File: config.mk
export PLATFORM = sky130hd
export DESIGN_NAME = qdp_rotation
export DESIGN_NICKNAME = d
export VERILOG_FILES = /design/src/hdl/qdp_pkg.sv /design/src/hdl/qdp_rotation.sv
export SDC_FILE = /design/constraint.sdc
export NUM_CORES = 1
export LEC_CHECK = 0
export ABC_AREA = 1
export ABC_CLOCK_PERIOD_IN_PS = 10700
export BUFFER_PORTS_ARGS = -buffer_cell sky130_fd_sc_hd__buf_2
export CORE_ASPECT_RATIO = 0.9
export CORE_MARGIN = 10
export CORE_UTILIZATION = 28
export CTS_CLUSTER_SIZE = 8
export DETAILED_ROUTE_END_ITERATION = 10
export GPL_ROUTABILITY_DRIVEN = 0
export PLACE_DENSITY_LB_ADDON = 0.05
export SYNTH_ARGS = -nofsm -noshare
export SYNTH_HDL_FRONTEND = slang
export SYNTH_SLANG_ARGS = --single-unit
File: constraint.sdc
create_clock -name clk -period 10.7 [get_ports clk]
set_input_delay 1.605 -clock clk [delete_from_list [all_inputs] [get_ports clk]]
set_output_delay 1.605 -clock clk [all_outputs]
set_load 0.03 [all_outputs]
File: src/hdl/qdp_pkg.sv
// ----------------------------------------------------------------------------
// qdp_pkg
// Shared widths, codes, configuration record and helper functions for the
// quadrature detent and press decoder.
// ----------------------------------------------------------------------------
package qdp_pkg;

  // tick counters and step accumulator
  localparam int TIME_W  = 20;
  localparam int ACCUM_W = 8;

  // configuration field widths
  localparam int THR_W      = 4;
  localparam int CFG_TIME_W = 20;
  localparam int CFG_IDX_W  = 3;
  localparam int CFG_DATA_W = 20;

  // width that holds both a counter and a configured tick count
  localparam int CMP_W = 33;

  // configuration register indexes
  localparam logic [CFG_IDX_W-1:0] REG_DETENT_THRESHOLD = 3'd0;
  localparam logic [CFG_IDX_W-1:0] REG_MIN_DETENT_GAP   = 3'd1;
  localparam logic [CFG_IDX_W-1:0] REG_DEBOUNCE_DELAY   = 3'd2;
  localparam logic [CFG_IDX_W-1:0] REG_PRESS_LOCKOUT    = 3'd3;
  localparam logic [CFG_IDX_W-1:0] REG_LONG_PRESS_TIME  = 3'd4;

  // configuration reset values
  localparam logic [THR_W-1:0]      RST_DETENT_THRESHOLD = 4'd4;
  localparam logic [CFG_TIME_W-1:0] RST_MIN_DETENT_GAP   = 20'd45000;
  localparam logic [CFG_TIME_W-1:0] RST_DEBOUNCE_DELAY   = 20'd5000;
  localparam logic [CFG_TIME_W-1:0] RST_PRESS_LOCKOUT    = 20'd80000;
  localparam logic [CFG_TIME_W-1:0] RST_LONG_PRESS_TIME  = 20'd800000;

  // rotation event codes
  localparam logic [1:0] DET_NONE = 2'd0;
  localparam logic [1:0] DET_CW   = 2'd1;
  localparam logic [1:0] DET_CCW  = 2'd2;

  // press event codes
  localparam logic [1:0] PRS_NONE  = 2'd0;
  localparam logic [1:0] PRS_SHORT = 2'd1;
  localparam logic [1:0] PRS_LONG  = 2'd2;

  // quadrature step codes
  localparam logic [1:0] STEP_NONE = 2'd0;
  localparam logic [1:0] STEP_UP   = 2'd1;
  localparam logic [1:0] STEP_DN   = 2'd2;

  // accumulator limits
  localparam logic signed [ACCUM_W-1:0] ACC_MAX = {1'b0, {(ACCUM_W-1){1'b1}}};
  localparam logic signed [ACCUM_W-1:0] ACC_MIN = {1'b1, {(ACCUM_W-1){1'b0}}};

  typedef struct packed {
    logic [THR_W-1:0]      detent_threshold;
    logic [CFG_TIME_W-1:0] min_detent_gap;
    logic [CFG_TIME_W-1:0] debounce_delay;
    logic [CFG_TIME_W-1:0] press_lockout;
    logic [CFG_TIME_W-1:0] long_press_time;
  } qdp_cfg_t;

  // previous and current A/B pair to a step
  function automatic logic [1:0] step_of(input logic [3:0] idx);
    logic [1:0] code;
    unique case (idx) inside
      4'd2, 4'd4, 4'd11, 4'd13: code = STEP_UP;
      4'd1, 4'd7, 4'd8, 4'd14:  code = STEP_DN;
      default:                  code = STEP_NONE;
    endcase
    return code;
  endfunction

  // counter increment that sticks at all ones
  function automatic logic [TIME_W-1:0] sat_inc(input logic [TIME_W-1:0] v);
    return (v == {TIME_W{1'b1}}) ? v : TIME_W'(v + 1'b1);
  endfunction

  // counter compared with a configured tick count
  function automatic logic time_ge(input logic [TIME_W-1:0] t,
                                   input logic [CFG_TIME_W-1:0] c);
    return CMP_W'(t) >= CMP_W'(c);
  endfunction

  function automatic logic time_gt(input logic [TIME_W-1:0] t,
                                   input logic [CFG_TIME_W-1:0] c);
    return CMP_W'(t) > CMP_W'(c);
  endfunction

endpackage

File: src/hdl/qdp_rotation.sv
// ----------------------------------------------------------------------------
// qdp_rotation
// Quadrature step decode, direction-clearing saturating accumulator and
// gap-limited detent events.
// ----------------------------------------------------------------------------
module qdp_rotation import qdp_pkg::*; (
  input  logic       clk,
  input  logic       rst,
  input  logic       advance,
  input  logic       enc_a,
  input  logic       enc_b,
  input  qdp_cfg_t   regs,
  output logic [1:0] detent_event
);

  logic [1:0]                last_ab;
  logic signed [ACCUM_W-1:0] step_accum;
  logic [TIME_W-1:0]         since_detent;

  logic [1:0]                last_ab_next;
  logic signed [ACCUM_W-1:0] step_accum_next;
  logic [TIME_W-1:0]         since_detent_next;

  logic [1:0]                step;
  logic signed [ACCUM_W-1:0] acc_clr;
  logic signed [ACCUM_W-1:0] acc_add;
  logic signed [ACCUM_W-1:0] thr_s;
  logic [THR_W-1:0]          thr_eff;
  logic [TIME_W-1:0]         sd_inc;

  // step decode and accumulator update
  always_comb begin
    last_ab_next      = {enc_a, enc_b};
    step              = step_of({last_ab, enc_a, enc_b});
    sd_inc            = sat_inc(since_detent);
    thr_eff           = (regs.detent_threshold == '0) ? THR_W'(1)
                                                      : regs.detent_threshold;
    thr_s             = $signed(ACCUM_W'(thr_eff));
    acc_clr           = step_accum;
    acc_add           = step_accum;
    step_accum_next   = step_accum;
    since_detent_next = sd_inc;
    detent_event      = DET_NONE;

    if (step != STEP_NONE) begin
      // reversal clears the accumulator
      if ((step == STEP_UP && step_accum < 0) || (step == STEP_DN && step_accum > 0)) begin
        acc_clr = '0;
      end
      // saturating add
      acc_add = acc_clr;
      if (step == STEP_UP && acc_clr != ACC_MAX) begin
        acc_add = acc_clr + ACCUM_W'(1);
      end else if (step == STEP_DN && acc_clr != ACC_MIN) begin
        acc_add = acc_clr - ACCUM_W'(1);
      end
      step_accum_next = acc_add;
      // detent once the gap has passed
      if (time_ge(sd_inc, regs.min_detent_gap)) begin
        if (acc_add >= thr_s) begin
          step_accum_next   = acc_add - thr_s;
          detent_event      = DET_CW;
          since_detent_next = '0;
        end else if (acc_add <= -thr_s) begin
          step_accum_next   = acc_add + thr_s;
          detent_event      = DET_CCW;
          since_detent_next = '0;
        end
      end
    end
  end

  // state registers
  always_ff @(posedge clk) begin
    if (rst) begin
      last_ab      <= 2'b11;
      step_accum   <= '0;
      since_detent <= '1;
    end else if (advance) begin
      last_ab      <= last_ab_next;
      step_accum   <= step_accum_next;
      since_detent <= since_detent_next;
    end
  end

endmodule

==> impl_metrics.tcl, run 1 <==
set metrics [dict create \
    cts_tree "done" \
    hold_path_class "flop to flop" \
    avgSynthCellArea_um2 6.495 \
    post-route-min-period_ns 7.480 \
    cts_hold_buf 0 \
    grt.total_usage 0.1141 \
    post-route-period-util 0.6991 \
    multi_input_comb_area_um2 2688 \
    fin_nets 732 \
    ys_warn_count 0 \
    synth_seq_cells 30 \
    power_density_nw_per_um2 158.8 \
    p_leak_nw 2.241 \
    synth_edf_count 0 \
    io-pin-count 91 \
    fin_setup_tns_ns 0 \
    dieArea_um2 18360 \
    fin_hold_ws_ns 0.4794 \
    die_y_um 129.6 \
    total_power_uw 663.1 \
    regArea_um2 600.6 \
    yosys.cell_types.count 46 \
    cts.clk_slew.worst_paths_ns 0.05 \
    drt-initial-drc-count 216 \
    layout_common_cells "nand2_1 (122), inv_1 (89), nand3_1 (46)" \
    worst_slack_ns 3.220 \
    antenna_found_initial 0 \
    p_switching_uw 312.0 \
    slew_headroom 0.5764 \
    fillCellCount 1471 \
    post-dp-hpwl_mm 8.421 \
    skew_ns 0.003620 \
    slew_violations 0 \
    seq_area_frac_synth 0.1608 \
    clkPwrFrac 0.212 \
    clockBufferDepth 2 \
    worstSetupStartpoint "enc_a" \
    peakVddDrop_mv 0.04937 \
    fmax_mhz 133.7 \
    tightest_slew_ns 0.6347 \
    overflow 0 \
    r2r_start "step_accum[3]" \
    cts_sinks 30 \
    crit_required_ns 9.10 \
    rows 39 \
    drc_errors 0 \
    start_kind "input pin" \
    crit_fanout 9 \
    numCtsBuffers 5 \
    syn-cell-area_um2 3735 \
    async_flop_share 0 \
    worstPathArrival_ns 5.88 \
    viasPerCell 4.770 \
    hp-start "last_ab[1]" \
    cts_root_buf "clkbuf_16" \
    p_sw_frac 0.4705 \
    pwr-share-seq 0.215 \
    area_growth_pct 11.83 \
    status "finished clean" \
    cp-end-kind "primary output" \
    die_x_um 141.7 \
    grt_max_degree 32 \
    maxCapViolCount 0 \
    cts.htree.levels 2 \
    drt_wl_total_mm 10.35 \
    num_vias 3649 \
    synth_cells 575 \
    synthesis.nets 707 \
    firstDrtPassIters 4 \
    setup_viol 0 \
    rsz0062_at_grt "false" \
    cts_resized 0 \
    ant_nets 0 \
    pre_cts_ws_ns 3.171 \
    grt_pass1_wl_mm 17.43 \
    layout-drive-gt1-share 0.1398 \
    hold_viol 0 \
    synth_ff_type "dfxtp_1" \
    p_comb_frac 0.573 \
    numPortBuffers 30 \
    routedWlPerCell_um 13.52 \
    path_class "input pin to primary output" \
    diodes 0 \
    final_common_cell "nand2_1" \
    internal_power_uw 351.1 \
    coreArea_um2 12880 \
    postCtsSetupBuffers 0 \
    start_util 0.2899 \
    grt_pass1_vias 3542 \
    insertion_delay_ns 0.27 \
]
-- stage by stage --
step           instance area (um^2)  utilization  instances
6_report                       4177       0.3242        765
2_1_floorplan                  3735            -        575
4_1_cts                        4177       0.3242        765
3_3_place_gp                   4029       0.3127        757
5_1_grt                        4177       0.3242        765
3_5_place_dp                   4029       0.3127        757
-- cells in the mapped netlist (4+ instances only) --
| cell type | instances | area, um^2 |
|---|---|---|
| a21oi_1 | 44 | 220.2 |
| dfxtp_1 | 30 | 600.6 |
| o211ai_1 | 12 | 90.09 |
| nand2_2 | 7 | 43.79 |
| inv_1 | 89 | 334.1 |
| nand3_1 | 46 | 230.2 |
| nor3_1 | 8 | 40.04 |
| xor2_1 | 19 | 166.4 |
| o21bai_1 | 4 | 30.03 |
| nand3_2 | 4 | 40.04 |
| nand4_1 | 15 | 93.84 |
| clkbuf_1 | 8 | 30.03 |
| ha_1 | 42 | 525.5 |
| o21ai_1 | 5 | 25.02 |
| inv_2 | 10 | 37.54 |
| nand2_1 | 122 | 457.9 |
| nor2_1 | 35 | 131.4 |
| nand2_4 | 9 | 101.4 |
| xnor2_1 | 7 | 61.31 |
| o21ai_0 | 16 | 80.08 |
-- kinds of logic (layout without fill, tap and decap cells) --
| logic type | count (synthesis) | after routing | synth area share |
|---|---|---|---|
| mux | 1 | 1 | 0.002680 |
| buf+inv | 114 | 140 | 0.1196 |
| fa+ha+maj | 43 | 43 | 0.1461 |
| xor+xnor | 26 | 26 | 0.06097 |
| flops | 30 | 30 | 0.1608 |
| other cells | 1 | 1 | 0.001004 |
| compound gates | 99 | 99 | 0.1581 |
| simple gates | 261 | 261 | 0.3508 |
-- registers in the layout, indices dropped and copies added (netlist names) --
signal and count:
step_accum 8, last_ab 2, since_detent 20
-- layer usage --
metal	vias to the layer above	global-route usage	routed length, um
met1	1646	0.1668	5615
li1	1938	-	-
met4	0	0.02162	73
met5	-	0	0
met3	5	0.01570	350
met2	60	0.1744	4305
-- power groups by stage --
stage	clock network, mW	logic [mW]	registers, mW
finish	0.141	0.380	0.142
detailed placement	0	0.383	0.145
floorplan	0	0.300	0.140
global route	0.149	0.438	0.145
CTS	0.146	0.385	0.142
global placement	0	0.381	0.145
-- worst max-delay path, stage by stage --
cell     delay (ns)
buf_2          0.11
inv_1          0.04
nand2_1        0.09
nand2_4        0.10
nand2_4        0.09
inv_2          0.08
nand2_4        0.14
nand2_2        0.11
nor2_1         0.22
ha_1           0.22
nand2_1        0.11
nor2_4         0.19
nand3_4        0.11
nand2_8        0.11
inv_4          0.06
a22oi_1        0.16
xor2_1         0.49
ha_1           0.34
a21oi_1        0.14
o21ai_0        0.10
a21oi_1        0.16
xnor2_1        0.13
a31o_2         0.16
inv_1          0.13
nor4_1         0.39
buf_2          0.28
-- worst paths after layout --
path                       to  slack [ns]  cells past startpoint
max           detent_event[1]        3.22                     26
min                last_ab[1]        0.48                      2
max reg2reg  since_detent[16]        5.91                     26
min reg2reg        last_ab[1]        0.48                      2
-- final cells by class --
class,count,share of cell area
Tap cell,164,0.04913
Multi-Input combinational cell,431,0.6435
Clock buffer,7,0.03415
Inverter,102,0.09227
Clock inverter,1,0.001198
Sequential cell,30,0.1438
Timing Repair Buffer,30,0.03595
No activity file was read; power rests on OpenSTA's default activity.
==> inputs of run 2 (changes only) <==
ABC_CLOCK_PERIOD_IN_PS = 6100   (was 10700)
clock period = 6.1 ns   (was 10.7 ns; I/O delays follow)
==> run 2 against run 1 <==
Sequential share of layout area decreased by 0.26 points. Die area is the same. Clock power grew 99%. First-iteration DRC count down 17%. Wire length grew 1.9%.
==> impl_metrics.tcl, run 2 (same netlist as run 1, synthesis figures left out) <==
set metrics [dict create \
    numPortBuffers 30 \
    layout-drive-gt1-share 0.1497 \
    insertion_delay_ns 0.28 \
    skew_ns 0.007183 \
    grt_max_degree 32 \
    regArea_um2 600.6 \
    overflow 0 \
    num_vias 3629 \
    post-route-min-period_ns 5.622 \
    tightest_slew_ns 0.6073 \
    final_common_cell "nand2_1" \
    largest_reg_flops 20 \
    fillCellCount 1437 \
    drt_wl_total_mm 10.54 \
    coreArea_um2 12880 \
    total_power_mw 1.217 \
    top_regs "since_detent: 20 flops, step_accum: 8 flops, last_ab: 2 flops" \
    status "finished clean" \
    p_leak_nw 2.279 \
    power_density_nw_per_um2 286.2 \
    post-dp-hpwl_mm 8.586 \
    grt_pass1_wl_mm 17.88 \
    cts.clk_slew.worst_paths_ns 0.05 \
    viasPerCell 4.701 \
    routedWlPerCell_um 13.65 \
    setup_viol 0 \
    cp-end-kind "primary output" \
    clockBufferDepth 2 \
    hold_viol 0 \
    stdcell_count 772 \
    crit_required_ns 5.18 \
    grt_pass1_vias 3569 \
    dieArea_um2 18360 \
    ant_nets 0 \
    peakVddDrop_mv 0.09605 \
    numCtsBuffers 5 \
    rows 39 \
    rsz0062_at_grt "false" \
    die_x_um 141.7 \
    fin_nets 739 \
    drc_errors 0 \
    dpl.cell_count 764 \
    path_class "input pin to primary output" \
    diodes 0 \
    fin_setup_tns_ns 0 \
    antenna_found_initial 0 \
    cts_sinks 30 \
    cts_hold_buf 0 \
    firstDrtPassIters 4 \
    top_register "since_detent" \
    die_y_um 129.6 \
    grt.total_usage 0.1172 \
    cts_tree "done" \
    start_kind "input pin" \
    slew_violations 0 \
    start_util 0.2899 \
    worstPathArrival_ns 4.71 \
    slew_headroom 0.5947 \
    cts_root_buf "clkbuf_16" \
    io-pin-count 91 \
    maxCapViolCount 0 \
    layout_common_cells "nand2_1 (122), inv_1 (89), nand3_1 (46)" \
    area_growth_pct 13.87 \
    fmax_mhz 177.9 \
    cts.htree.levels 2 \
    drt-initial-drc-count 179 \
    crit_fanout 9 \
    post-route-period-util 0.9217 \
    hold_path_class "flop to flop" \
    multi_input_comb_area_um2 2694 \
]
==> run 2: cell count changes in the layout (fill, tap and decap cells not counted), sizes merged <==
cell    change
buf         +7
bufinv      +1
clkinv      -1
==> run 2: critical path, cell delays in order <==
cell     delay [ns]
buf_2          0.11
inv_1          0.04
nand2_1        0.07
nand2_4        0.13
nand2_4        0.07
inv_2          0.14
nand2_4        0.13
nand2_2        0.13
nor2_1         0.07
buf_4          0.14
inv_1          0.07
ha_1           0.20
nand3_2        0.11
nand2_2        0.16
inv_2          0.08
a22oi_1        0.21
xor2_1         0.19
buf_4          0.17
ha_1           0.24
a21oi_1        0.14
o21ai_0        0.10
a21oi_1        0.16
xnor2_1        0.13
a31o_2         0.16
inv_1          0.07
nor4_2         0.33
buf_4          0.23
==> run 2: final timing paths <==
check / from / to / slack (ns) / cells after the start
min: last_ab[1] / last_ab[1] / 0.48 / 2
max reg2reg: step_accum[6] / since_detent[4] / 1.51 / 28
max: enc_a / detent_event[1] / 0.48 / 27
min reg2reg: last_ab[1] / last_ab[1] / 0.48 / 2
==> run 2: layout make-up <==
class | instances | share of cell area
Multi-Input combinational cell | 431 | 0.6334
Sequential cell | 30 | 0.1412
Inverter | 102 | 0.09061
Timing Repair Buffer | 37 | 0.04825
Tap cell | 164 | 0.04825
Clock buffer | 7 | 0.03119
Clock inverter | 1 | 0.007061
==> run 2: where the power goes <==
part / total [mW] / leakage (nW) / internal (mW) / switching (mW)
clock: 0.280 / 0.0781 / 0.193 / 0.0869
combinational: 0.687 / 1.95 / 0.250 / 0.436
sequential: 0.251 / 0.249 / 0.221 / 0.0300
==> run 2: stage by stage <==
stage | instance area, um^2 | utilization | hold slack [ns] | setup slack [ns]
CTS | 4244 | 0.3294 | 0.4848 | 0.3274
detailed placement | 4081 | 0.3168 | 0.4758 | 0.3586
global placement | 4081 | 0.3168 | 0.4656 | 0.2970
global route | 4253 | 0.3301 | 0.5199 | 0.01415
finish | 4253 | 0.3301 | 0.4845 | 0.4777
floorplan | 3735 | - | 0.4500 | 0.3742
==> run 2: layer usage <==
| metal | routed length, um | track usage | vias up |
|---|---|---|---|
| met5 | 0 | 0 | - |
| met4 | 76 | 0.02162 | 0 |
| met3 | 356 | 0.01972 | 7 |
| met2 | 4378 | 0.1771 | 54 |
| met1 | 5726 | 0.1707 | 1615 |
| li1 | - | - | 1953 |
==> run 2: what timing repair did <==
action,4_1_cts,5_1_grt
gates resized for setup,0,3
buffers inserted,0,0
hold endpoints to repair,0,0
endpoints found under the setup margin,0,1
