==> config.mk <==
export PLATFORM = sky130hd
export DESIGN_NAME = qdp_button
export DESIGN_NICKNAME = d
export VERILOG_FILES = /design/src/hdl/qdp_pkg.sv /design/src/hdl/qdp_button.sv
export SDC_FILE = /design/constraint.sdc
export NUM_CORES = 1
export LEC_CHECK = 0
export BUFFER_PORTS_ARGS = -buffer_cell sky130_fd_sc_hd__buf_2
export CAP_MARGIN = 10
export CORE_ASPECT_RATIO = 0.8
export CORE_MARGIN = 4
export CORE_UTILIZATION = 30
export CTS_BUF_LIST = sky130_fd_sc_hd__clkbuf_8
export CTS_CLUSTER_SIZE = 40
export DETAILED_ROUTE_END_ITERATION = 10
export PLACE_DENSITY_LB_ADDON = 0.2
export SYNTH_ARGS = -nofsm -noshare
export SYNTH_HDL_FRONTEND = slang
export SYNTH_SLANG_ARGS = --single-unit
==> constraint.sdc <==
create_clock -name clk -period 5.95 [get_ports clk]
set_clock_uncertainty 0.05 [all_clocks]
set_input_delay 1.4875 -clock clk [delete_from_list [all_inputs] [get_ports clk]]
set_output_delay 1.4875 -clock clk [all_outputs]
set_load 0.05 [all_outputs]
==> src/hdl/qdp_pkg.sv <==
// ----------------------------------------------------------------------------
// qdp_pkg
// Shared widths, codes, configuration record and helper functions for the
// quadrature detent and press decoder.
// ----------------------------------------------------------------------------
package qdp_pkg;

  // tick counters and step accumulator
  localparam int TIME_W  = 20;
  localparam int ACCUM_W = 8;

  // configuration field widths
  localparam int THR_W      = 4;
  localparam int CFG_TIME_W = 20;
  localparam int CFG_IDX_W  = 3;
  localparam int CFG_DATA_W = 20;

  // width that holds both a counter and a configured tick count
  localparam int CMP_W = 33;

  // configuration register indexes
  localparam logic [CFG_IDX_W-1:0] REG_DETENT_THRESHOLD = 3'd0;
  localparam logic [CFG_IDX_W-1:0] REG_MIN_DETENT_GAP   = 3'd1;
  localparam logic [CFG_IDX_W-1:0] REG_DEBOUNCE_DELAY   = 3'd2;
  localparam logic [CFG_IDX_W-1:0] REG_PRESS_LOCKOUT    = 3'd3;
  localparam logic [CFG_IDX_W-1:0] REG_LONG_PRESS_TIME  = 3'd4;

  // configuration reset values
  localparam logic [THR_W-1:0]      RST_DETENT_THRESHOLD = 4'd4;
  localparam logic [CFG_TIME_W-1:0] RST_MIN_DETENT_GAP   = 20'd45000;
  localparam logic [CFG_TIME_W-1:0] RST_DEBOUNCE_DELAY   = 20'd5000;
  localparam logic [CFG_TIME_W-1:0] RST_PRESS_LOCKOUT    = 20'd80000;
  localparam logic [CFG_TIME_W-1:0] RST_LONG_PRESS_TIME  = 20'd800000;

  // rotation event codes
  localparam logic [1:0] DET_NONE = 2'd0;
  localparam logic [1:0] DET_CW   = 2'd1;
  localparam logic [1:0] DET_CCW  = 2'd2;

  // press event codes
  localparam logic [1:0] PRS_NONE  = 2'd0;
  localparam logic [1:0] PRS_SHORT = 2'd1;
  localparam logic [1:0] PRS_LONG  = 2'd2;

  // quadrature step codes
  localparam logic [1:0] STEP_NONE = 2'd0;
  localparam logic [1:0] STEP_UP   = 2'd1;
  localparam logic [1:0] STEP_DN   = 2'd2;

  // accumulator limits
  localparam logic signed [ACCUM_W-1:0] ACC_MAX = {1'b0, {(ACCUM_W-1){1'b1}}};
  localparam logic signed [ACCUM_W-1:0] ACC_MIN = {1'b1, {(ACCUM_W-1){1'b0}}};

  typedef struct packed {
    logic [THR_W-1:0]      detent_threshold;
    logic [CFG_TIME_W-1:0] min_detent_gap;
    logic [CFG_TIME_W-1:0] debounce_delay;
    logic [CFG_TIME_W-1:0] press_lockout;
    logic [CFG_TIME_W-1:0] long_press_time;
  } qdp_cfg_t;

  // previous and current A/B pair to a step
  function automatic logic [1:0] step_of(input logic [3:0] idx);
    logic [1:0] code;
    unique case (idx) inside
      4'd2, 4'd4, 4'd11, 4'd13: code = STEP_UP;
      4'd1, 4'd7, 4'd8, 4'd14:  code = STEP_DN;
      default:                  code = STEP_NONE;
    endcase
    return code;
  endfunction

  // counter increment that sticks at all ones
  function automatic logic [TIME_W-1:0] sat_inc(input logic [TIME_W-1:0] v);
    return (v == {TIME_W{1'b1}}) ? v : TIME_W'(v + 1'b1);
  endfunction

  // counter compared with a configured tick count
  function automatic logic time_ge(input logic [TIME_W-1:0] t,
                                   input logic [CFG_TIME_W-1:0] c);
    return CMP_W'(t) >= CMP_W'(c);
  endfunction

  function automatic logic time_gt(input logic [TIME_W-1:0] t,
                                   input logic [CFG_TIME_W-1:0] c);
    return CMP_W'(t) > CMP_W'(c);
  endfunction

endpackage

==> src/hdl/qdp_button.sv <==
// ----------------------------------------------------------------------------
// qdp_button
// Button debounce, press lockout and short/long classification at release.
// ----------------------------------------------------------------------------
module qdp_button import qdp_pkg::*; (
  input  logic       clk,
  input  logic       rst,
  input  logic       advance,
  input  logic       button_level,
  input  qdp_cfg_t   regs,
  output logic [1:0] press_event
);

  localparam logic [1:0] PH_IDLE     = 2'd0;
  localparam logic [1:0] PH_DEBOUNCE = 2'd1;
  localparam logic [1:0] PH_HOLD     = 2'd2;

  logic [1:0]        button_phase;
  logic [TIME_W-1:0] phase_timer;
  logic [TIME_W-1:0] since_press;
  logic              prev_button;

  logic [1:0]        button_phase_next;
  logic [TIME_W-1:0] phase_timer_next;
  logic [TIME_W-1:0] since_press_next;
  logic [TIME_W-1:0] pt_inc;

  // press sequencer
  always_comb begin
    pt_inc            = sat_inc(phase_timer);
    since_press_next  = sat_inc(since_press);
    button_phase_next = button_phase;
    phase_timer_next  = phase_timer;
    press_event       = PRS_NONE;

    unique case (button_phase)
      PH_DEBOUNCE: begin
        phase_timer_next = pt_inc;
        if (time_ge(pt_inc, regs.debounce_delay)) begin
          if (!button_level && time_gt(since_press_next, regs.press_lockout)) begin
            button_phase_next = PH_HOLD;
            phase_timer_next  = '0;
            since_press_next  = '0;
          end else begin
            button_phase_next = PH_IDLE;
          end
        end
      end
      PH_HOLD: begin
        phase_timer_next = pt_inc;
        if (button_level) begin
          press_event       = time_ge(pt_inc, regs.long_press_time) ? PRS_LONG : PRS_SHORT;
          button_phase_next = PH_IDLE;
        end
      end
      default: begin
        // idle, and the unused code behaves as idle
        button_phase_next = PH_IDLE;
        if (prev_button && !button_level) begin
          button_phase_next = PH_DEBOUNCE;
          phase_timer_next  = '0;
        end
      end
    endcase
  end

  // state registers
  always_ff @(posedge clk) begin
    if (rst) begin
      button_phase <= PH_IDLE;
      phase_timer  <= '0;
      since_press  <= '0;
      prev_button  <= 1'b1;
    end else if (advance) begin
      button_phase <= button_phase_next;
      phase_timer  <= phase_timer_next;
      since_press  <= since_press_next;
      prev_button  <= button_level;
    end
  end

endmodule

==> results of run 1 <==
[through the flow]
step                      cell area (um2)  util (%)  cells  hold WS (ns)
final                                4716     36.12    769        0.4274
after global routing                 4716     36.12    769        0.4455
after CTS                            4693     35.95    766        0.4276
after detailed placement             4561     34.93    758        0.4145
after global placement               4561     34.93    758        0.4069
after floorplan                      4074         -    531        0.3933
[layer usage]
metal  global-route usage, %  share of wire (%)  up-vias
li1                        -                  -     1961
met1                   21.42                 57     1632
met2                   19.08                 38       73
met3                   1.917                4.3        2
met4                   2.765               0.53        0
met5                       0                  0        -
[worst max-delay path, delay by kind of cell, from the launching register on]
| family | cells | cell delay [ns] |
|---|---|---|
| compound gates | 6 | 1.31 |
| simple gates | 3 | 0.56 |
| fa+ha+maj | 2 | 0.54 |
| buf+inv | 2 | 0.46 |
| flops | 1 | 0.45 |
| mux | 1 | 0.38 |
[cell usage after synthesis, drive strengths merged (7+ instances only)]
master,number
a21o,11
a21oi,27
a22oi,16
and2,14
and3,9
clkbuf,11
dfxtp,43
ha,64
inv,64
nand2,49
nand2b,8
nand3,28
nand4,14
nor2,45
nor2b,7
o21ai,25
xnor2,25
xor2,13
[sequential cells by signal, indices dropped and copies added (netlist names)]
| name | flops |
|---|---|
| phase_timer | 20 |
| prev_button | 1 |
| since_press | 20 |
| button_phase | 2 |
[cell families (layout without fill, tap and decap cells)]
logic type / count (synthesis) / count (layout) / share of synthesized area, %
buffers and inverters: 79 / 142 / 7.678
xor gates and xnor gates: 38 / 38 / 8.170
adders and majority gates: 64 / 64 / 19.66
and+or+nand+nor: 200 / 200 / 25.86
muxes: 8 / 8 / 2.150
AOI/OAI and AO/OA: 99 / 99 / 15.36
DFF: 43 / 43 / 21.13
[what timing repair did]
| item | CTS | global route |
|---|---|---|
| endpoints found under the setup margin | 0 | 2 |
| hold buffers | 0 | 0 |
| setup buffers | 0 | 3 |
[how the worst min path moves through the flow]
stage,startpoint,endpoint,slack (ns)
floorplan,since_press[7],since_press[7],0.39
global placement,since_press[7],since_press[7],0.41
detailed placement,since_press[7],since_press[7],0.41
CTS,since_press[7],since_press[7],0.43
global route,since_press[7],since_press[7],0.45
finish,since_press[7],since_press[7],0.43
[power by group through the flow]
stage | Combinational [mW] | Sequential (mW) | Clock, mW
after floorplan | 0.0482 | 0.298 | 0
after global placement | 0.0790 | 0.298 | 0
after detailed placement | 0.0817 | 0.299 | 0
after CTS | 0.0824 | 0.292 | 0.283
after global routing | 0.0954 | 0.292 | 0.299
final | 0.0811 | 0.292 | 0.272
[final cells by class]
type | instances | area share (%)
clock buffer | 5 | 1.459
inverter | 64 | 5.094
multi-input combinational | 409 | 61.50
sequential | 43 | 18.25
tap | 175 | 4.643
clock inverter | 3 | 1.353
timing repair buffer | 70 | 7.694
==> impl_metrics.py, run 1 <==
metrics = {
    "outcome": {
        "status": "completed",
    },
    "routing": {
        "wl_mm": 10.32,
        "via_per_inst": 4.770,
        "drt_iter0_markers": 242,
        "drc": 0,
        "antenna_left": 0,
        "via_count": 3668,
        "wl_per_cell_um": 13.42,
        "dr.pass1.iters": 4,
    },
    "logic_synthesis": {
        "syn_area_um2": 4074,
        "ys_top_cells_by_area": "dfxtp_1 (21%), ha_1 (20%), inv_1 (5.9%)",
        "synth_ff_type": "dfxtp_1",
        "synth_top_area_cell": "dfxtp_1",
        "synth_edf_count": 0,
        "syn-num-nets": 683,
        "yosysWarnings": 0,
        "synth_top_area_share_pct": 21.13,
        "async_reset_ff_share_pct": 0,
        "synth_seq_area_share_pct": 21.13,
        "ys_ff_latch": 43,
        "synth.distinct_cells": 50,
        "avgSynthCellArea_um2": 7.672,
        "syn_inst": 531,
    },
    "power": {
        "p_leak_nw": 2.424,
        "finalPower_mw": 0.6450,
        "powerDensity_nw_per_um2": 136.8,
        "p_clk_share_pct": 42.2,
        "switching_share_pct": 23.67,
        "power_frac_seq_pct": 45.2,
        "ir_worst_vdd_uv": 73.02,
        "p_int_mw": 0.4923,
        "p_comb_share_pct": 12.6,
        "switching_power_mw": 0.1527,
    },
    "finish": {
        "multiInputGateArea_um2": 2900,
        "diodes": 0,
        "drive_gt1_share_pct": 15.66,
        "fin_nets": 745,
        "mostFrequentLayoutCells": "inv_1 (65), buf_2 (65), ha_1 (64), nand2_1 (49), nor2_1 (45)",
        "regArea_um2": 860.8,
        "fillers": 1415,
        "syn2layout_area_growth_pct": 15.76,
    },
    "run": {
        "cap_violations": 0,
    },
    "worst_setup_path": {
        "crit_path_top_delay_cell": "dfxtp_1",
        "r2r_slack_ns": 1.10,
        "r2r_end": "phase_timer[11]",
        "critPathRequiredTime_ns": 4.41,
        "max_stage_delay_ns": 0.45,
        "path_class": "flip-flop to output port",
        "cp-start-kind": "flip-flop",
        "crit_chain": "ha_1 > nand3_1 > nor4_4 > buf_4 > mux2_2 > ha_1 > a21o_1 > a21o_1 > a21o_1 > a21o_1 > a2111oi_0 > o41ai_1 > nor2_1 > buf_2",
        "endpoint": "press_event[0]",
        "crit_start": "phase_timer[0]",
        "r2r_cells": 15,
        "path_common_cell": "a21o_1",
        "worst_setup_path_end_kind": "output port",
        "r2r-start": "phase_timer[7]",
        "path_max_fanout": 7,
        "cp.arrival_ns": 4.00,
    },
    "die": {
        "dieHeight_um": 112.2,
        "coreArea_um2": 13060,
        "ios": 90,
        "rows": 37,
        "start_util_pct": 31.21,
        "die-width_um": 138.3,
        "dieArea_um2": 15520,
    },
    "placed_design": {
        "place.port_buffers": 65,
        "gp_congestion": 0.7877,
        "place_ws_ns": 0.6148,
        "dp_hpwl_mm": 8.325,
    },
    "clock_tree": {
        "cts.repair.resized": 0,
        "cts_max_level": 2,
        "cts_root_buf": "clkbuf_8",
        "clockBufferDepth": 2,
        "cts_tree": "built",
        "numCtsBuffers": 5,
        "clk_pin_slew_ns": 0.09,
        "clk-insertion-delay-late_ns": 0.30,
        "cts.sinks": 43,
    },
    "sta": {
        "grt_setup_unrepaired": "no",
        "timing.fmax_ghz": 0.1805,
        "hold_viol": 0,
        "worst_slack_ns": 0.4100,
        "min_period_over_period_pct": 93.11,
        "setup_viol": 0,
        "worstMarginPinSlew_ns": 0.8431,
        "tns_ns": 0,
        "max-slew-margin-rel_pct": 43.79,
        "slew_violations": 0,
        "fin_crit_ns": 5.540,
    },
    "grt": {
        "antenna_found_initial": 0,
        "grt_pass1_vias": 3627,
        "gr-usage-all-layers_pct": 13.51,
        "grt_overflow": 0,
        "grt_max_degree": 30,
        "grt_pass1_wl_mm": 17.80,
    },
    "min_path": {
        "hold_class": "flip-flop to flip-flop",
        "hold_depth": 2,
    },
}
(Power assumes the default switching activity.)
==> inputs of run 2 (changes only) <==
--- a/config.mk
+++ b/config.mk
@@ -13,7 +13,7 @@
 export CTS_BUF_LIST = sky130_fd_sc_hd__clkbuf_8
 export CTS_CLUSTER_SIZE = 40
 export DETAILED_ROUTE_END_ITERATION = 10
-export PLACE_DENSITY_LB_ADDON = 0.2
+export PLACE_DENSITY_LB_ADDON = 0.3
 export SYNTH_ARGS = -nofsm -noshare
 export SYNTH_HDL_FRONTEND = slang
 export SYNTH_SLANG_ARGS = --single-unit
==> run 2 against run 1 <==
Power is 5.0% lower; setup slack better by 0.030 ns; routed wire length is 4.4% lower; non-clock buffer count is 2 lower; critical endpoint is now press_event[1].
==> impl_metrics.py, run 2 (synthesized netlist as in run 1, its figures left out) <==
metrics = {
    "min_path": {
        "hold_class": "flip-flop to flip-flop",
    },
    "die": {
        "ios": 90,
        "coreArea_um2": 13060,
        "dieHeight_um": 112.2,
        "dieArea_um2": 15520,
        "die-width_um": 138.3,
        "rows": 37,
        "start_util_pct": 31.21,
    },
    "clock_tree": {
        "clockBufferDepth": 2,
        "clk_pin_slew_ns": 0.09,
        "cts_max_level": 2,
        "postCtsSetupBuffers": 0,
        "cts_root_buf": "clkbuf_8",
        "numCtsBuffers": 5,
        "cts.sinks": 43,
        "cts_tree": "built",
        "clk-insertion-delay-late_ns": 0.30,
        "cts.repair.resized": 0,
        "cts_hold_buf": 0,
    },
    "worst_setup_path": {
        "r2r_end": "phase_timer[11]",
        "path_common_cell": "nor2_1",
        "crit_cells": 13,
        "cp_top_family": "simple AND/OR/NAND/NOR gates",
        "crit_path_top_delay_cell": "or3_1",
        "critPathRequiredTime_ns": 4.41,
        "cp-start-kind": "flip-flop",
        "crit_start": "phase_timer[6]",
        "path_class": "flip-flop to output port",
        "r2r-start": "phase_timer[6]",
        "crit_chain": "and4_1 > nand3_1 > or3_1 > o21ai_1 > nor2_1 > xor2_1 > ha_1 > nand4_1 > nor2_1 > nand2_1 > o41ai_1 > nor2b_1 > buf_2",
        "r2r_slack_ns": 1.22,
        "endpoint": "press_event[1]",
        "cp.arrival_ns": 3.97,
        "path_buf_inv": 1,
        "max_stage_delay_ns": 0.49,
        "path_max_fanout": 7,
        "worst_setup_path_end_kind": "output port",
        "r2r_cells": 16,
    },
    "sta": {
        "slew_violations": 0,
        "hold_viol": 0,
        "max-slew-margin-rel_pct": 45.58,
        "timing.fmax_ghz": 0.1815,
        "fin_crit_ns": 5.510,
        "setup_viol": 0,
        "worstMarginPinSlew_ns": 0.8163,
        "whs_ns": 0.4279,
        "tns_ns": 0,
        "min_period_over_period_pct": 92.61,
        "grt_setup_unrepaired": "no",
    },
    "grt": {
        "antenna_found_initial": 0,
        "grt_pass1_vias": 3628,
        "grt_max_degree": 30,
        "grt_pass1_wl_mm": 16.93,
        "grt_overflow": 0,
        "gr-usage-all-layers_pct": 12.80,
    },
    "routing": {
        "via_count": 3710,
        "antenna_left": 0,
        "drt_iter0_markers": 288,
        "via_per_inst": 4.837,
        "wl_per_cell_um": 12.86,
        "wl_mm": 9.866,
        "dr.pass1.iters": 5,
        "drc": 0,
    },
    "finish": {
        "fin_nets": 743,
        "final_common_cell": "buf_2",
        "syn2layout_area_growth_pct": 15.02,
        "reg_top3": "phase_timer x20, since_press x20, button_phase x2",
        "fin_area_um2": 4686,
        "diodes": 0,
        "mostFrequentLayoutCells": "buf_2 (65), inv_1 (64), ha_1 (64), nand2_1 (49), nor2_1 (45)",
        "fillers": 1409,
        "drive_gt1_share_pct": 15.54,
    },
    "placed_design": {
        "dp_hpwl_mm": 8.101,
        "gp_congestion": 0.8163,
        "dpl_cell_area_um2": 4553,
        "place.port_buffers": 65,
    },
    "run": {
        "cap_violations": 0,
    },
    "power": {
        "ir_worst_vdd_uv": 72.32,
        "powerDensity_nw_per_um2": 130.8,
        "p_leak_nw": 2.406,
    },
    "outcome": {
        "status": "completed",
    },
}
## run 2: cell types whose count changed in the layout (fill, tap and decap cells not counted)
cell / before / now
clkinv_2: 0 / 1
bufinv_16: 2 / 1
clkbuf_8: 5 / 6
buf_4: 5 / 3
inv_1: 65 / 64
## run 2: metal layers
layer,track usage [%],wire [um],vias to the layer above,share of wire (%)
li1,-,-,1959,-
met1,19.77,5472,1673,55
met2,18.73,3829,73,39
met3,1.917,489,5,5.0
met4,2.567,74,0,0.75
met5,0,0,-,0
## run 2: cell type report
cell class | instances | area (um2) | area share (%)
Multi-Input combinational cell | 409 | 2900 | 61.90
Sequential cell | 43 | 860.8 | 18.37
Timing Repair Buffer | 68 | 347.8 | 7.423
Inverter | 64 | 240.2 | 5.127
Tap cell | 175 | 219.0 | 4.673
Clock buffer | 6 | 82.58 | 1.762
Clock inverter | 2 | 35.03 | 0.7477
## run 2: worst min-delay path by stage
stage,startpoint,endpoint,slack [ns],cells past startpoint
2_1_floorplan,since_press[7],since_press[7],0.39,2
3_3_place_gp,since_press[7],since_press[7],0.41,2
3_5_place_dp,since_press[7],since_press[7],0.42,2
4_1_cts,since_press[7],since_press[7],0.43,2
5_1_grt,since_press[7],since_press[7],0.45,2
6_report,since_press[7],since_press[7],0.43,2
## run 2: metrics by stage
stage | worst slack [ns] | total power [mW] | util [%] | instances
6_report | 0.4398 | 0.6129 | 35.89 | 767
3_3_place_gp | 0.6413 | 0.3775 | 34.88 | 757
2_1_floorplan | 0.7170 | 0.3462 | - | 531
3_5_place_dp | 0.6076 | 0.3802 | 34.88 | 757
4_1_cts | 0.2498 | 0.6226 | 35.78 | 765
5_1_grt | 0.1101 | 0.6432 | 35.89 | 767
## run 2: worst min-delay path, stage by stage, from the launching register on
cell     delay (ns)
dfxtp_1        0.34
nand2_1        0.06
nand2_1        0.04
## run 2: report_power, final
| part | internal, mW | switching, mW | total, mW |
|---|---|---|---|
| logic | 0.0362 | 0.0440 | 0.0803 |
| registers | 0.290 | 0.00233 | 0.292 |
| clock network | 0.136 | 0.105 | 0.241 |
| total | 0.462 | 0.151 | 0.613 |
==> inputs of run 3 (changes only) <==
--- a/config.mk
+++ b/config.mk
@@ -13,6 +13,7 @@
 export CTS_BUF_LIST = sky130_fd_sc_hd__clkbuf_8
 export CTS_CLUSTER_SIZE = 40
 export DETAILED_ROUTE_END_ITERATION = 10
+export GPL_TIMING_DRIVEN = 0
 export PLACE_DENSITY_LB_ADDON = 0.3
 export SYNTH_ARGS = -nofsm -noshare
 export SYNTH_HDL_FRONTEND = slang
==> run 3 against run 2 <==
Sequential share of layout area fell by 0.32 points; highest routed layer unchanged; hold slack better by 0.0041 ns; power up 5.9%; sequential cell count unchanged; critical path type unchanged; setup slack got worse by 0.13 ns; sequential power hardly changed; utilization increased by 0.63 points; combinational power increased by 5.2%.
==> impl_metrics.py, run 3 (synthesized netlist as in run 1, its figures left out) <==
metrics = {
    "outcome": {
        "status": "completed",
    },
    "min_path": {
        "hold_depth": 2,
        "hold_class": "flip-flop to flip-flop",
        "hold_end": "since_press[7]",
        "holdCritStartpoint": "since_press[7]",
    },
    "sta": {
        "timing.fmax_ghz": 0.1772,
        "tns_ns": 0,
        "worstMarginPinSlew_ns": 0.6501,
        "slew_violations": 0,
        "grt_setup_unrepaired": "no",
        "fin_crit_ns": 5.644,
        "min_period_over_period_pct": 94.86,
        "hold_viol": 0,
        "max-slew-margin-rel_pct": 56.50,
        "setup_viol": 0,
    },
    "worst_setup_path": {
        "r2r_end": "phase_timer[11]",
        "path_class": "flip-flop to output port",
        "cp.arrival_ns": 4.11,
        "critPathRequiredTime_ns": 4.41,
        "r2r-start": "phase_timer[6]",
        "cp-start-kind": "flip-flop",
        "worst_setup_path_end_kind": "output port",
        "path_max_fanout": 7,
        "r2r_slack_ns": 1.13,
        "r2r_cells": 16,
    },
    "grt": {
        "grt_overflow": 0,
        "grt_pass1_wl_mm": 17.70,
        "antenna_found_initial": 0,
        "gr-usage-all-layers_pct": 13.56,
        "grt_max_degree": 14,
        "grt_pass1_vias": 3683,
    },
    "clock_tree": {
        "cts_max_level": 2,
        "cts.sinks": 43,
        "clk_pin_slew_ns": 0.09,
        "numCtsBuffers": 5,
        "clockBufferDepth": 2,
        "clk-insertion-delay-late_ns": 0.30,
        "cts_hold_buf": 0,
        "cts_root_buf": "clkbuf_8",
        "cts_tree": "built",
    },
    "routing": {
        "via_count": 3828,
        "drt_iter0_markers": 231,
        "antenna_left": 0,
        "wl_mm": 10.46,
        "wl_per_cell_um": 13.41,
        "dr.pass1.iters": 4,
        "drc": 0,
        "via_per_inst": 4.908,
    },
    "finish": {
        "mostFrequentLayoutCells": "buf_2 (65), inv_1 (65), ha_1 (64), nand2_1 (49), nor2_1 (45)",
        "fin_nets": 756,
        "reg_top3": "phase_timer x20, since_press x20, button_phase x2",
        "diodes": 0,
        "syn2layout_area_growth_pct": 17.05,
        "drive_gt1_share_pct": 15.54,
        "fillers": 1382,
        "fin_util_pct": 36.52,
    },
    "placed_design": {
        "dp_hpwl_mm": 8.626,
        "gp_congestion": 0.8259,
        "place.port_buffers": 64,
    },
    "die": {
        "die-width_um": 138.3,
        "coreArea_um2": 13060,
        "rows": 37,
        "start_util_pct": 31.21,
        "dieArea_um2": 15520,
        "ios": 90,
        "dieHeight_um": 112.2,
    },
    "power": {
        "finalPower_mw": 0.6491,
        "powerDensity_nw_per_um2": 136.1,
        "p_leak_nw": 2.447,
        "ir_worst_vdd_uv": 78.27,
    },
    "run": {
        "cap_violations": 0,
    },
}
==> run 3: worst max path at each step <==
stage	start	endpoint	cells past startpoint
after floorplan	regs[0]	press_event[0]	9
after detailed placement	phase_timer[6]	press_event[0]	13
after global placement	phase_timer[0]	press_event[0]	13
after global routing	phase_timer[0]	press_event[0]	13
final	phase_timer[0]	press_event[0]	13
after CTS	phase_timer[6]	press_event[0]	13
==> run 3: what timing repair did <==
action | in CTS | in global routing
hold endpoints to repair | 0 | 0
setup buffers | 0 | 2
gates resized for setup | 0 | 1
setup endpoints to repair | 0 | 2
==> run 3: area by class of cell <==
class / count / area, um2 / share of cell area (%)
well taps: 175 / 219.0 / 4.592
repair buffers: 66 / 335.3 / 7.032
multi-input cells: 409 / 2908 / 60.98
clock inverters: 3 / 63.81 / 1.338
flip-flops and latches: 43 / 860.8 / 18.05
plain buffers: 15 / 72.57 / 1.522
inverters: 64 / 240.2 / 5.038
clock buffers: 5 / 68.82 / 1.443
==> run 3: stage by stage <==
step                std cells  setup WS [ns]  area [um2]  hold WS [ns]
floorplan                 531         0.7170        4074        0.3933
global placement          770         0.6028        4613        0.4030
detailed placement        770         0.5910        4613        0.4165
CTS                       778         0.2409        4746        0.4299
global route              780        0.03053        4768        0.4593
finish                    780         0.3057        4768        0.4319
==> run 3: where the power goes <==
part	leakage (nW)	switching (mW)	internal, mW	total [mW]
Clock	0.0695	0.107	0.166	0.273
Sequential	0.347	0.00229	0.290	0.292
Combinational	2.03	0.0467	0.0378	0.0845
==> run 3: critical path, stage by stage (launching register included) <==
cell	delay, ns
dfxtp_1	0.47
ha_1	0.25
nand3_1	0.21
nor4_4	0.45
mux2_2	0.43
ha_1	0.28
a21o_1	0.17
a21o_1	0.18
a21o_1	0.18
a21o_1	0.17
a2111oi_0	0.48
o41ai_2	0.18
nor2_1	0.11
buf_2	0.27
==> run 3: routing by layer <==
layer / up-vias / track usage [%] / part of all wire [%]
li1: 1987 / - / -
met4: 0 / 3.160 / 1.3
met3: 11 / 2.981 / 5.7
met2: 83 / 19.73 / 40
met5: - / 0 / 0
met1: 1747 / 20.27 / 53
